===== config.mk =====
export PLATFORM = sky130hd
export DESIGN_NAME = htlp_mod_unit
export DESIGN_NICKNAME = d
export VERILOG_FILES = /design/src/rtl/htlp_pkg.sv /design/src/rtl/htlp_mod_unit.sv
export SDC_FILE = /design/constraint.sdc
export NUM_CORES = 1
export LEC_CHECK = 0
export ABC_AREA = 1
export BUFFER_PORTS_ARGS = -buffer_cell sky130_fd_sc_hd__buf_2
export CORE_MARGIN = 2
export CORE_UTILIZATION = 50
export CTS_CLUSTER_SIZE = 20
export DETAILED_ROUTE_END_ITERATION = 8
export PLACE_DENSITY = 0.79
export SYNTH_ARGS = -nofsm -noshare
export SYNTH_HDL_FRONTEND = slang
export SYNTH_SLANG_ARGS = --single-unit

===== constraint.sdc =====
create_clock -name clk -period 8.4 [get_ports clk]
set_input_delay 1.26 -clock clk [delete_from_list [all_inputs] [get_ports clk]]
set_output_delay 1.26 -clock clk [all_outputs]
set_load 0.03 [all_outputs]

===== src/rtl/htlp_pkg.sv =====
// ----------------------------------------------------------------------------
// htlp_pkg
// Shared types and constants for the linear-probing hash table.
// ----------------------------------------------------------------------------
`default_nettype none

package htlp_pkg;

    localparam int SLOT_COUNT = 256;
    localparam int SLOT_W     = $clog2(SLOT_COUNT);
    localparam int SIZE_W     = SLOT_W + 1;
    localparam int KEY_W      = 32;
    localparam int PAY_W      = 32;

    localparam logic [KEY_W-1:0] HASH_MASK = 32'h7FFF_FFFF;
    localparam logic [SIZE_W-1:0] SIZE_RESET = SIZE_W'(SLOT_COUNT);
    localparam logic [SIZE_W-1:0] SIZE_MAX   = SIZE_W'(SLOT_COUNT);

    // remainder unit retires this many dividend bits per cycle
    localparam int DIV_STEP_BITS = 4;
    localparam int DIV_CYCLES    = KEY_W / DIV_STEP_BITS;
    localparam int DIV_CNT_W     = $clog2(DIV_CYCLES);

    localparam logic [1:0] REQ_INSERT = 2'd0;
    localparam logic [1:0] REQ_DIRECT = 2'd1;
    localparam logic [1:0] REQ_PROBE  = 2'd2;

    typedef enum logic [1:0] {
        S_IDLE,
        S_HASH,
        S_READ,
        S_CHECK
    } state_t;

    typedef struct packed {
        logic              wr_en;
        logic              rd_en;
        logic [SLOT_W-1:0] addr;
        logic [KEY_W-1:0]  wr_key;
        logic [PAY_W-1:0]  wr_payload;
    } mem_req_t;

    typedef struct packed {
        logic             valid;
        logic [KEY_W-1:0] key;
        logic [PAY_W-1:0] payload;
    } mem_rsp_t;

endpackage

`default_nettype wire


===== src/rtl/htlp_mod_unit.sv =====
// ----------------------------------------------------------------------------
// htlp_mod_unit
// Iterative remainder unit: key modulo table size, radix-16 restoring steps.
// ----------------------------------------------------------------------------
`default_nettype none

module htlp_mod_unit (
    input  wire logic                           clk,
    input  wire logic                           rst_n,
    input  wire logic                           start,
    input  wire logic [htlp_pkg::KEY_W-1:0]     dividend,
    input  wire logic [htlp_pkg::SIZE_W-1:0]    divisor,
    output logic                                done,
    output logic [htlp_pkg::SIZE_W-1:0]         rem
);

    logic                              busy_reg, busy_next;
    logic                              done_reg, done_next;
    logic [htlp_pkg::DIV_CNT_W-1:0]    cnt_reg, cnt_next;
    logic [htlp_pkg::KEY_W-1:0]        dvd_reg, dvd_next;
    logic [htlp_pkg::SIZE_W-1:0]       div_reg, div_next;
    logic [htlp_pkg::SIZE_W-1:0]       rem_reg, rem_next;
    logic [htlp_pkg::SIZE_W-1:0]       step_rem;
    logic [htlp_pkg::KEY_W-1:0]        step_dvd;

    // four dependent compare/subtract steps on a 9-bit partial remainder
    always_comb
    begin
        logic [htlp_pkg::SIZE_W:0] t;
        step_rem = rem_reg;
        step_dvd = dvd_reg;
        t        = '0;
        for (int j = 0; j < htlp_pkg::DIV_STEP_BITS; j++)
        begin
            t = {step_rem, step_dvd[htlp_pkg::KEY_W-1]};
            if (t >= {1'b0, div_reg})
            begin
                t = t - {1'b0, div_reg};
            end
            step_rem = t[htlp_pkg::SIZE_W-1:0];
            step_dvd = {step_dvd[htlp_pkg::KEY_W-2:0], 1'b0};
        end
    end

    always_comb
    begin
        busy_next = busy_reg;
        done_next = 1'b0;
        cnt_next  = cnt_reg;
        dvd_next  = dvd_reg;
        div_next  = div_reg;
        rem_next  = rem_reg;
        if (start)
        begin
            busy_next = 1'b1;
            cnt_next  = '0;
            dvd_next  = dividend & htlp_pkg::HASH_MASK;
            div_next  = divisor;
            rem_next  = '0;
        end
        else if (busy_reg)
        begin
            dvd_next = step_dvd;
            rem_next = step_rem;
            cnt_next = cnt_reg + 1'b1;
            if (cnt_reg == htlp_pkg::DIV_CNT_W'(htlp_pkg::DIV_CYCLES - 1))
            begin
                busy_next = 1'b0;
                done_next = 1'b1;
            end
        end
    end

    always_ff @(posedge clk or negedge rst_n)
    begin
        if (!rst_n)
        begin
            busy_reg <= 1'b0;
            done_reg <= 1'b0;
            cnt_reg  <= '0;
        end
        else
        begin
            busy_reg <= busy_next;
            done_reg <= done_next;
            cnt_reg  <= cnt_next;
        end
    end

    always_ff @(posedge clk)
    begin
        dvd_reg <= dvd_next;
        div_reg <= div_next;
        rem_reg <= rem_next;
    end

    assign done = done_reg;
    assign rem  = rem_reg;

endmodule

`default_nettype wire


# [After elaboration in Yosys (flattened, before gate mapping)]
# Cells that the tools add are included.
# W data, S select, Z words.
[word_totals] regBits=55 input_bits=44 elab_cells=32
[op_classes] n_addsub=5 n_lt_le_gt_ge=4 n_eq_ne=1 muxes=14 reduce_logical=1
[op_table] operator="$mux W31" n=2
[op_table] operator="$ge A10 B9 Y1" n=4
[op_table] operator="$mux W9" n=4
[op_table] operator="$sub A9 B9 Y9" n=4
[op_table] operator="$mux W1" n=6
[op_table] operator="$mux W3" n=2
[op_table] operator="$add A3 B1 Y3 const B" n=1
[op_table] operator="$eq A3 B3 Y1 const B" n=1
[op_table] operator="$reduce_bool A2 Y1" n=1

# [Logic depth before layout (Yosys ltp)]
# Gate-level depths: netlist of the first run.
[depth] depth_word=8 mapped_depth=46 mapped_depth_nobuf=45

# [Worst setup path after synthesis of the first run]
# Ideal clock, no wire load.
[synth_timing] path_type="register -> register" from="register rem_reg, in the netlist rem[4]" to="register rem_reg, in the netlist rem[1]" setup_ps=114 t_arrival_ps=6418 t_required_ps=8286 slack_ps=1868 stages_incl_launch_ff=43 synth_period_minus_slack_ps=6532 cell_sequence="dfxtp_1 -> ha_1 -> nand2_1 -> inv_2 -> nand2_2 -> nand2_1 -> nand2_2 -> nand4_4 -> buf_6 -> o21ai_0 -> inv_1 -> ha_1 -> a21oi_1 -> nand2_1 -> nand2_1 -> nand2_1 -> a21oi_1 -> nand3_4 -> (+7 left out) -> o21ai_0 -> a21oi_1 -> nand2_2 -> nor2_4 -> nand2_1 -> nand2_1 -> inv_1 -> fa_1 -> nand3_1 -> nand2_1 -> nand2_1 -> nand3_1 -> a21boi_0 -> inv_1 -> a21oi_2 -> nand3_1 -> nand3_1 -> nand2_1"
[synth_between] elab_chain_cells=8 elab_cells_between_ends=12 classes_between="add/sub (4); order compare (4); mux (4)"
[synth_lines] item="from (decl)" line_no="htlp_mod_unit.sv:22" text="logic [htlp_pkg::SIZE_W-1:0] rem_reg, rem_next;"
[synth_lines] item="from (signal assigned)" line_no="htlp_mod_unit.sv:94" text="rem_reg <= rem_next;"
[synth_lines] item="$sub A9 B9 Y9 or $ge A10 B9 Y1 (tied branches)" line_no="htlp_mod_unit.sv:38, htlp_mod_unit.sv:36"
[synth_lines] item="$mux W9 *" line_no="htlp_mod_unit.sv:36" text="if (t >= {1'b0, div_reg})"
[synth_lines] item="$sub A9 B9 Y9 or $ge A10 B9 Y1 (tied branches)" line_no="htlp_mod_unit.sv:38, htlp_mod_unit.sv:36"
[synth_lines] item="$mux W9 *" line_no="htlp_mod_unit.sv:36"
[synth_lines] item="$sub A9 B9 Y9 or $ge A10 B9 Y1 (tied branches)" line_no="htlp_mod_unit.sv:38, htlp_mod_unit.sv:36"
[synth_lines] item="$mux W9 *" line_no="htlp_mod_unit.sv:36"
[synth_lines] item="$ge A10 B9 Y1 or $sub A9 B9 Y9 (tied branches)" line_no="htlp_mod_unit.sv:36, htlp_mod_unit.sv:38"
[synth_lines] item="$mux W9 *" line_no="htlp_mod_unit.sv:36"
# Every way passes the cells marked *; elsewhere a longest branch is shown, timed or not.
# A chain may end at the register's enable or synchronous reset.

# [Worst setup path in the final report of the first run]
[layout_timing] from="register div_reg[1] in the netlist's numbering" to="register rem_reg, in the netlist rem[4]"
[layout_between] elab_chain_cells=8 elab_cells_between_ends=12 classes_between="add/sub (4); order compare (4); mux (4)"
[layout_lines] item="from (decl)" line_no="htlp_mod_unit.sv:21" text="logic [htlp_pkg::SIZE_W-1:0] div_reg, div_next;"
[layout_lines] item="from (signal assigned)" line_no="htlp_mod_unit.sv:93" text="div_reg <= div_next;"
[layout_lines] item="$sub A9 B9 Y9 or $ge A10 B9 Y1 (tied branches)" line_no="htlp_mod_unit.sv:38, htlp_mod_unit.sv:36"
[layout_lines] item="$mux W9" line_no="htlp_mod_unit.sv:36"
[layout_lines] item="$sub A9 B9 Y9 or $ge A10 B9 Y1 (tied branches)" line_no="htlp_mod_unit.sv:38, htlp_mod_unit.sv:36"
[layout_lines] item="$mux W9" line_no="htlp_mod_unit.sv:36"
[layout_lines] item="$sub A9 B9 Y9 or $ge A10 B9 Y1 (tied branches)" line_no="htlp_mod_unit.sv:38, htlp_mod_unit.sv:36"
[layout_lines] item="$mux W9" line_no="htlp_mod_unit.sv:36"
[layout_lines] item="$sub A9 B9 Y9 or $ge A10 B9 Y1 (tied branches)" line_no="htlp_mod_unit.sv:38, htlp_mod_unit.sv:36"
[layout_lines] item="$mux W9 *" line_no="htlp_mod_unit.sv:36"
# Marks and branches as above.

==> flow_metrics.py, run 1 <==
metrics = {
    "status": {
        "status": "finished clean",
    },
    "detailed_routing": {
        "wl_mm": 9.87,
        "wl_per_cell_um": 13.5,
        "vias": 3803,
        "via_per_inst": 5.22,
        "postRouteAntennaNets": 0,
        "drt_iter0_markers": 239,
        "drt-pass1-iter-count": 7,
        "drcViolationCount": 0,
    },
    "critical_path": {
        "cp_slowest_cell": "fa_1",
        "startpoint": "div_reg[1]$_DFFE_PP_",
        "rr_startpoint": "div_reg[1]$_DFFE_PP_",
        "crit_end": "rem[4]$_SDFFE_PP0P_",
        "worst_ep_required_time_ns": 8.60,
        "cp_common_cell": "nand2_1",
        "worstPathArrival_ns": 7.86,
        "r2r_cells": 37,
        "worst_setup_path_end_kind": "flop",
        "critPathMaxStageDelay_ns": 0.57,
        "start_kind": "flop",
        "crit_fanout": 18,
        "r2r_setup_slack_ns": 0.74,
        "critPathKind": "reg -> reg",
        "timing.rr.end": "rem[4]$_SDFFE_PP0P_",
    },
    "floorplanning": {
        "ioPinCount": 54,
        "die_x_um": 96.7,
        "num_rows": 33,
        "coreArea_sq_um": 8260,
        "die_h_um": 96.7,
        "initial_core_util_pct": 52.0,
        "die_area_sq_um": 9350,
    },
    "clock_tree": {
        "cts_buffers": 5,
        "htree_levels": 2,
        "clk_pin_slew_worst_paths_ns": 0.09,
        "clkSinkCount": 55,
        "cts_hold_buf": 0,
        "ctsLongestPathBuffers": 2,
        "clk_latency_ns": 0.31,
        "cts_resized": 0,
        "cts_tree": "yes",
        "post_cts_buffers": 0,
        "ctsRootBufferMaster": "clkbuf_8",
    },
    "cells_and_area": {
        "fill_cells": 767,
        "largest_register_ff_count": 32,
        "diodes": 0,
        "final_cell_area_sq_um": 4740,
        "area_delta_synth_final_pct": 10.4,
        "drive_gt1_share_pct": 13.1,
        "nNetsFinal": 709,
    },
    "timing": {
        "post-route-period-util_pct": 91.1,
        "fmax_mhz": 131,
        "setup_violations": 0,
        "final.min_clock_period_ns": 7.66,
        "drv_slew": 0,
        "fin_setup_tns_ns": 0,
        "rsz0062_at_grt": "false",
        "clock-skew-final_ns": 0.00887,
        "hold_viol": 0,
        "tightestPinTransition_ns": 0.778,
        "relSlewSlack_pct": 48.2,
    },
    "global_route": {
        "antenna_found_initial": 0,
        "globalRoute.busiestLayer": "met2",
        "grt_use_met1_pct": 28.8,
        "grt_overflow": 0,
        "met2_usage_pct": 35.5,
        "grt_max_degree": 46,
        "use_met3_pct": 3.03,
        "grt_pass1_wl_mm": 16.7,
        "first_global_vias": 3795,
        "grt_usage_pct": 21.4,
    },
    "synth": {
        "synthDistinctLibCells": 35,
        "syn_area_sq_um": 4300,
        "yosysMostFrequentCell": "nand2_1",
        "synth-seq-cells": 55,
        "async_flop_share_pct": 9.09,
        "synth_top_area_share_pct": 27.9,
        "synth_area_leaders": "edfxtp_1, nand2_1, ha_1, inv_1, dfxtp_1",
        "yosysWarnings": 0,
        "synth_edf_count": 40,
        "synthFlopType": "edfxtp_1",
        "synth_fp_nets": 659,
        "syn_avg_cell_area_sq_um": 7.50,
        "yosysTopAreaCell": "edfxtp_1",
        "synthCells": 573,
        "synth_common_cells": "nand2_1, inv_1, edfxtp_1",
        "ys_seq_area_share_pct": 35.5,
    },
    "run": {
        "cap_violations": 0,
    },
    "placed_design": {
        "dpl_cell_area_sq_um": 4650,
        "port_buffers": 52,
        "dpl.hpwl_mm": 7.74,
        "gp_congestion": 0.903,
    },
    "hold_path": {
        "hold_class": "reg -> reg",
        "hold_start": "dvd_reg[27]$_DFFE_PP_",
    },
}
## critical path: cells and delay by family (launching register included)
family                     cells  cell delay [ns]
and+or+nand+nor               18             2.36
AOI/OAI and AO/OA             10             2.33
adders and majority gates      4             1.69
buffers and inverters          5             0.68
DFF                            1             0.48
## layout by cell type, fill, tap and decap left out, types with 2 or more instances in the layout
cell        n
o21ai_1     5
inv_2       4
nand4_1     8
xor2_1     15
inv_1      82
nor3_1      5
o21bai_1    2
fa_1        4
nand3_1    37
o21ai_0    17
a22o_1      2
a21oi_1    22
nand2_4     3
a21oi_2     2
nand3_4     3
clkbuf_8    5
dfxtp_1    10
nand2_2     4
nor2_1     18
buf_2      52
ha_1       38
xnor2_1    10
nand2_1   212
dfrtp_1     5
edfxtp_1   40
nor2_2      2
a31oi_1     3
nand3b_1    3
## cell families after synthesis
family / count (synthesis) / share of synthesized area (%)
and+or+nand+nor: 298 / 30.5
AOI/OAI and AO/OA: 56 / 7.25
buffers and inverters: 97 / 8.68
xor gates and xnor gates: 25 / 5.09
adders and majority gates: 42 / 12.9
DFF: 55 / 35.5
## routing by layer
metal | routed length (um) | part of all wire, % | vias up
met5 | 0 | 0 | -
met4 | 237 | 2.4 | 0
met3 | 614 | 6.2 | 25
met2 | 4680 | 47 | 118
met1 | 4340 | 44 | 1717
li1 | - | - | 1943
## area by class of cell
| class | instances | area [sq um] | area share, % |
|---|---|---|---|
| clock buffers | 6 | 72.6 | 1.53 |
| clock inverters | 2 | 12.5 | 0.264 |
| inverters | 87 | 330 | 6.96 |
| multi-input cells | 421 | 2400 | 50.6 |
| flip-flops and latches | 55 | 1530 | 32.2 |
| well taps | 105 | 131 | 2.77 |
| repair buffers | 53 | 268 | 5.64 |
## worst min path at each step
stage	endpoint	cells after the start
4_1_cts	dvd_reg[31]$_SDFFE_PP0P_	2
2_1_floorplan	dvd_reg[31]$_SDFFE_PP0P_	2
5_1_grt	dvd_reg[31]$_SDFFE_PP0P_	2
6_report	dvd_reg[31]$_SDFFE_PP0P_	2
3_3_place_gp	dvd_reg[31]$_SDFFE_PP0P_	2
3_5_place_dp	dvd_reg[31]$_SDFFE_PP0P_	2
## through the flow
| step | instances | util [%] | setup slack, ns | hold slack, ns |
|---|---|---|---|---|
| after CTS | 729 | 57.3 | 0.466 | 0.459 |
| after global routing | 729 | 57.4 | 0.000989 | 0.506 |
| after floorplan | 573 | - | 1.87 | 0.422 |
| after detailed placement | 721 | 56.3 | 0.520 | 0.437 |
| final | 729 | 57.4 | 0.744 | 0.456 |
| after global placement | 721 | 56.3 | 0.729 | 0.430 |
Power of run 1 is not shown: default switching activity piles up to over one toggle a cycle in this logic, so the estimate is an artifact.
==> run 2: changes to the inputs <==
--- a/config.mk
+++ b/config.mk
@@ -5,13 +5,12 @@
 export SDC_FILE = /design/constraint.sdc
 export NUM_CORES = 1
 export LEC_CHECK = 0
-export ABC_AREA = 1
 export BUFFER_PORTS_ARGS = -buffer_cell sky130_fd_sc_hd__buf_2
 export CORE_MARGIN = 2
 export CORE_UTILIZATION = 50
 export CTS_CLUSTER_SIZE = 20
 export DETAILED_ROUTE_END_ITERATION = 8
-export PLACE_DENSITY = 0.79
+export PLACE_DENSITY = 0.8
 export SYNTH_ARGS = -nofsm -noshare
 export SYNTH_HDL_FRONTEND = slang
 export SYNTH_SLANG_ARGS = --single-unit
==> flow_metrics.py, run 2 <==
metrics = {
    "timing": {
        "hold_viol": 0,
        "clock-skew-final_ns": 0.0103,
        "fmax_mhz": 125,
        "relSlewSlack_pct": 39.1,
        "final.min_clock_period_ns": 7.97,
        "tightestPinTransition_ns": 0.913,
        "post-route-period-util_pct": 94.9,
        "drv_slew": 0,
        "setup_violations": 0,
        "setup_ws_ns": 0.426,
    },
    "clock_tree": {
        "ctsLongestPathBuffers": 2,
        "ctsRootBufferMaster": "clkbuf_8",
        "clk_latency_ns": 0.31,
        "clk_pin_slew_worst_paths_ns": 0.10,
        "cts_hold_buf": 0,
        "cts_tree": "yes",
        "cts_buffers": 5,
        "htree_levels": 2,
        "clkSinkCount": 55,
    },
    "cells_and_area": {
        "largest_register_ff_count": 32,
        "nNetsFinal": 539,
        "diodes": 0,
        "multi_input_area_sq_um": 2430,
        "fill_cells": 641,
        "layout_common_cells": "buf_2, edfxtp_1, ha_1",
        "drive_gt1_share_pct": 30.4,
        "seq_area_sq_um": 1530,
        "area_delta_synth_final_pct": 16.5,
        "final_cell_area_sq_um": 4740,
        "layout_commonest_cell": "buf_2",
    },
    "synth": {
        "synth_common_cells": "edfxtp_1, ha_1, mux2_2",
        "synth_simple_gate_area_share_pct": 9.32,
        "synth_edf_count": 40,
        "synthDistinctLibCells": 52,
        "synth_area_leaders": "edfxtp_1, ha_1, mux2_2, dfxtp_1, mux2i_1",
        "syn_avg_cell_area_sq_um": 10.7,
        "synth_fp_nets": 467,
        "async_flop_share_pct": 9.09,
        "synthFlopType": "edfxtp_1",
        "ys_seq_area_share_pct": 37.5,
        "synth_compound_area_share_pct": 17.3,
        "yosysTopAreaCell": "edfxtp_1",
        "syn_area_sq_um": 4070,
        "synthCells": 381,
        "synth_fa_ha_area_share_pct": 13.7,
        "muxShareOfSynthArea_pct": 13.5,
        "yosysWarnings": 0,
        "synth-seq-cells": 55,
        "synth_top_area_share_pct": 29.5,
        "synthXorXnorAreaFrac_pct": 4.74,
        "yosysMostFrequentCell": "edfxtp_1",
        "synth_top_family_by_area": "compound AO/OA/AOI/OAI gates",
    },
    "global_route": {
        "grt_max_degree": 56,
        "antenna_found_initial": 0,
        "grt_overflow": 0,
        "first_global_vias": 3323,
        "grt_usage_pct": 21.9,
        "grt_pass1_wl_mm": 15.3,
    },
    "critical_path": {
        "worst_setup_path_end_kind": "flop",
        "cp_slowest_cell": "a2111o_1",
        "critPathKind": "reg -> reg",
        "timing.rr.end": "rem[7]$_SDFFE_PP0P_",
        "start_kind": "flop",
        "critical_path_buf_inv_count": 5,
        "cp_num_cells": 35,
        "startpoint": "dvd_reg[31]$_SDFFE_PP0P_",
        "cp_top_family": "compound AO/OA/AOI/OAI gates",
        "critPathMaxStageDelay_ns": 0.45,
        "cp_common_cell": "buf_4",
        "r2r_setup_slack_ns": 0.43,
        "crit_fanout": 6,
        "crit_end": "rem[7]$_SDFFE_PP0P_",
        "worstPathArrival_ns": 8.14,
        "rr_startpoint": "dvd_reg[31]$_SDFFE_PP0P_",
        "worst_ep_required_time_ns": 8.56,
        "r2r_cells": 35,
    },
    "floorplanning": {
        "ioPinCount": 54,
        "coreArea_sq_um": 7810,
        "die_x_um": 94.2,
        "initial_core_util_pct": 52.1,
        "die_h_um": 94.2,
        "die_area_sq_um": 8880,
        "num_rows": 32,
    },
    "detailed_routing": {
        "vias": 3228,
        "wl_mm": 9.30,
        "postRouteAntennaNets": 0,
        "wl_per_cell_um": 16.7,
        "drt_iter0_markers": 194,
        "drt-pass1-iter-count": 4,
        "drcViolationCount": 0,
        "via_per_inst": 5.81,
    },
    "status": {
        "status": "finished clean",
    },
    "placed_design": {
        "dpl.hpwl_mm": 7.22,
        "dpl_cell_area_sq_um": 4520,
        "pre_cts_slack_ns": 0.0866,
        "gp_congestion": 0.902,
        "port_buffers": 52,
    },
    "run": {
        "cap_violations": 0,
    },
    "hold_path": {
        "hold_class": "reg -> reg",
    },
}
## run 2: changes by cell type in the layout (fill, tap and decap cells not counted), moves of 12 or more
cell | previous run | this run
nand2_1 | 212 | 8
inv_1 | 82 | 29
nand3_1 | 37 | 2
mux2_2 | 0 | 33
buf_4 | 1 | 22
mux2i_1 | 0 | 14
nor2_1 | 18 | 30
## run 2: cell families after synthesis
group	after synthesis
adder cells (fa/ha/maj)	42
XOR/XNOR	22
flip-flops	55
AND/OR/NAND/NOR	76
buffers and inverters	39
multiplexers	50
AO/OA/AOI/OAI	97
## run 2: worst min-delay path by stage
stage	start	to	cells past startpoint
after floorplan	dvd_reg[27]$_DFFE_PP_	dvd_reg[31]$_SDFFE_PP0P_	2
after global placement	dvd_reg[27]$_DFFE_PP_	dvd_reg[31]$_SDFFE_PP0P_	2
after detailed placement	rem[7]$_SDFFE_PP0P_	rem[7]$_SDFFE_PP0P_	2
after CTS	rem[7]$_SDFFE_PP0P_	rem[7]$_SDFFE_PP0P_	2
after global routing	dvd_reg[5]$_DFFE_PP_	dvd_reg[9]$_DFFE_PP_	1
final	rem[7]$_SDFFE_PP0P_	rem[7]$_SDFFE_PP0P_	2
## run 2: worst register-to-register path, delay by kind of cell, from the launching register on
family	cells	cell delay [ns]
AO/OA/AOI/OAI	19	4.00
adder cells (fa/ha/maj)	5	1.75
multiplexers	3	0.67
buffers and inverters	5	0.65
AND/OR/NAND/NOR	3	0.41
flip-flops	1	0.34
## run 2: metal layers
layer  wire [um]  global-route usage, %  part of all wire, %  vias up
met5           0                      0                    0        -
met1        3890                   26.1                   42     1534
li1            -                      -                    -     1581
met4         266                   9.30                  2.9        0
met2        4730                   38.8                   51       86
met3         418                   3.85                  4.5       27
## run 2: area by class of cell
class / instances / area share (%)
Clock buffer: 5 / 1.45
Timing Repair Buffer: 75 / 9.08
Inverter: 29 / 2.30
Tap cell: 102 / 2.69
Multi-Input combinational cell: 287 / 51.3
Clock inverter: 3 / 0.976
Sequential cell: 55 / 32.2
## run 2: repair_timing
action                     CTS  global route
gates cloned                 0             1
setup endpoints to repair    1             9
pin swaps                    0             5
setup buffers                0             7
resized for setup            1            13
## run 2: through the flow
stage               instances  hold slack [ns]  TNS, ns  utilization [%]
detailed placement        540            0.530        0             57.9
finish                    556            0.536        0             60.7
global route              556            0.568   -0.167             60.7
floorplan                 381            0.456        0                -
CTS                       548            0.544        0             59.4
global placement          540            0.463        0             57.9
Power of run 2 is left out for the same reason.
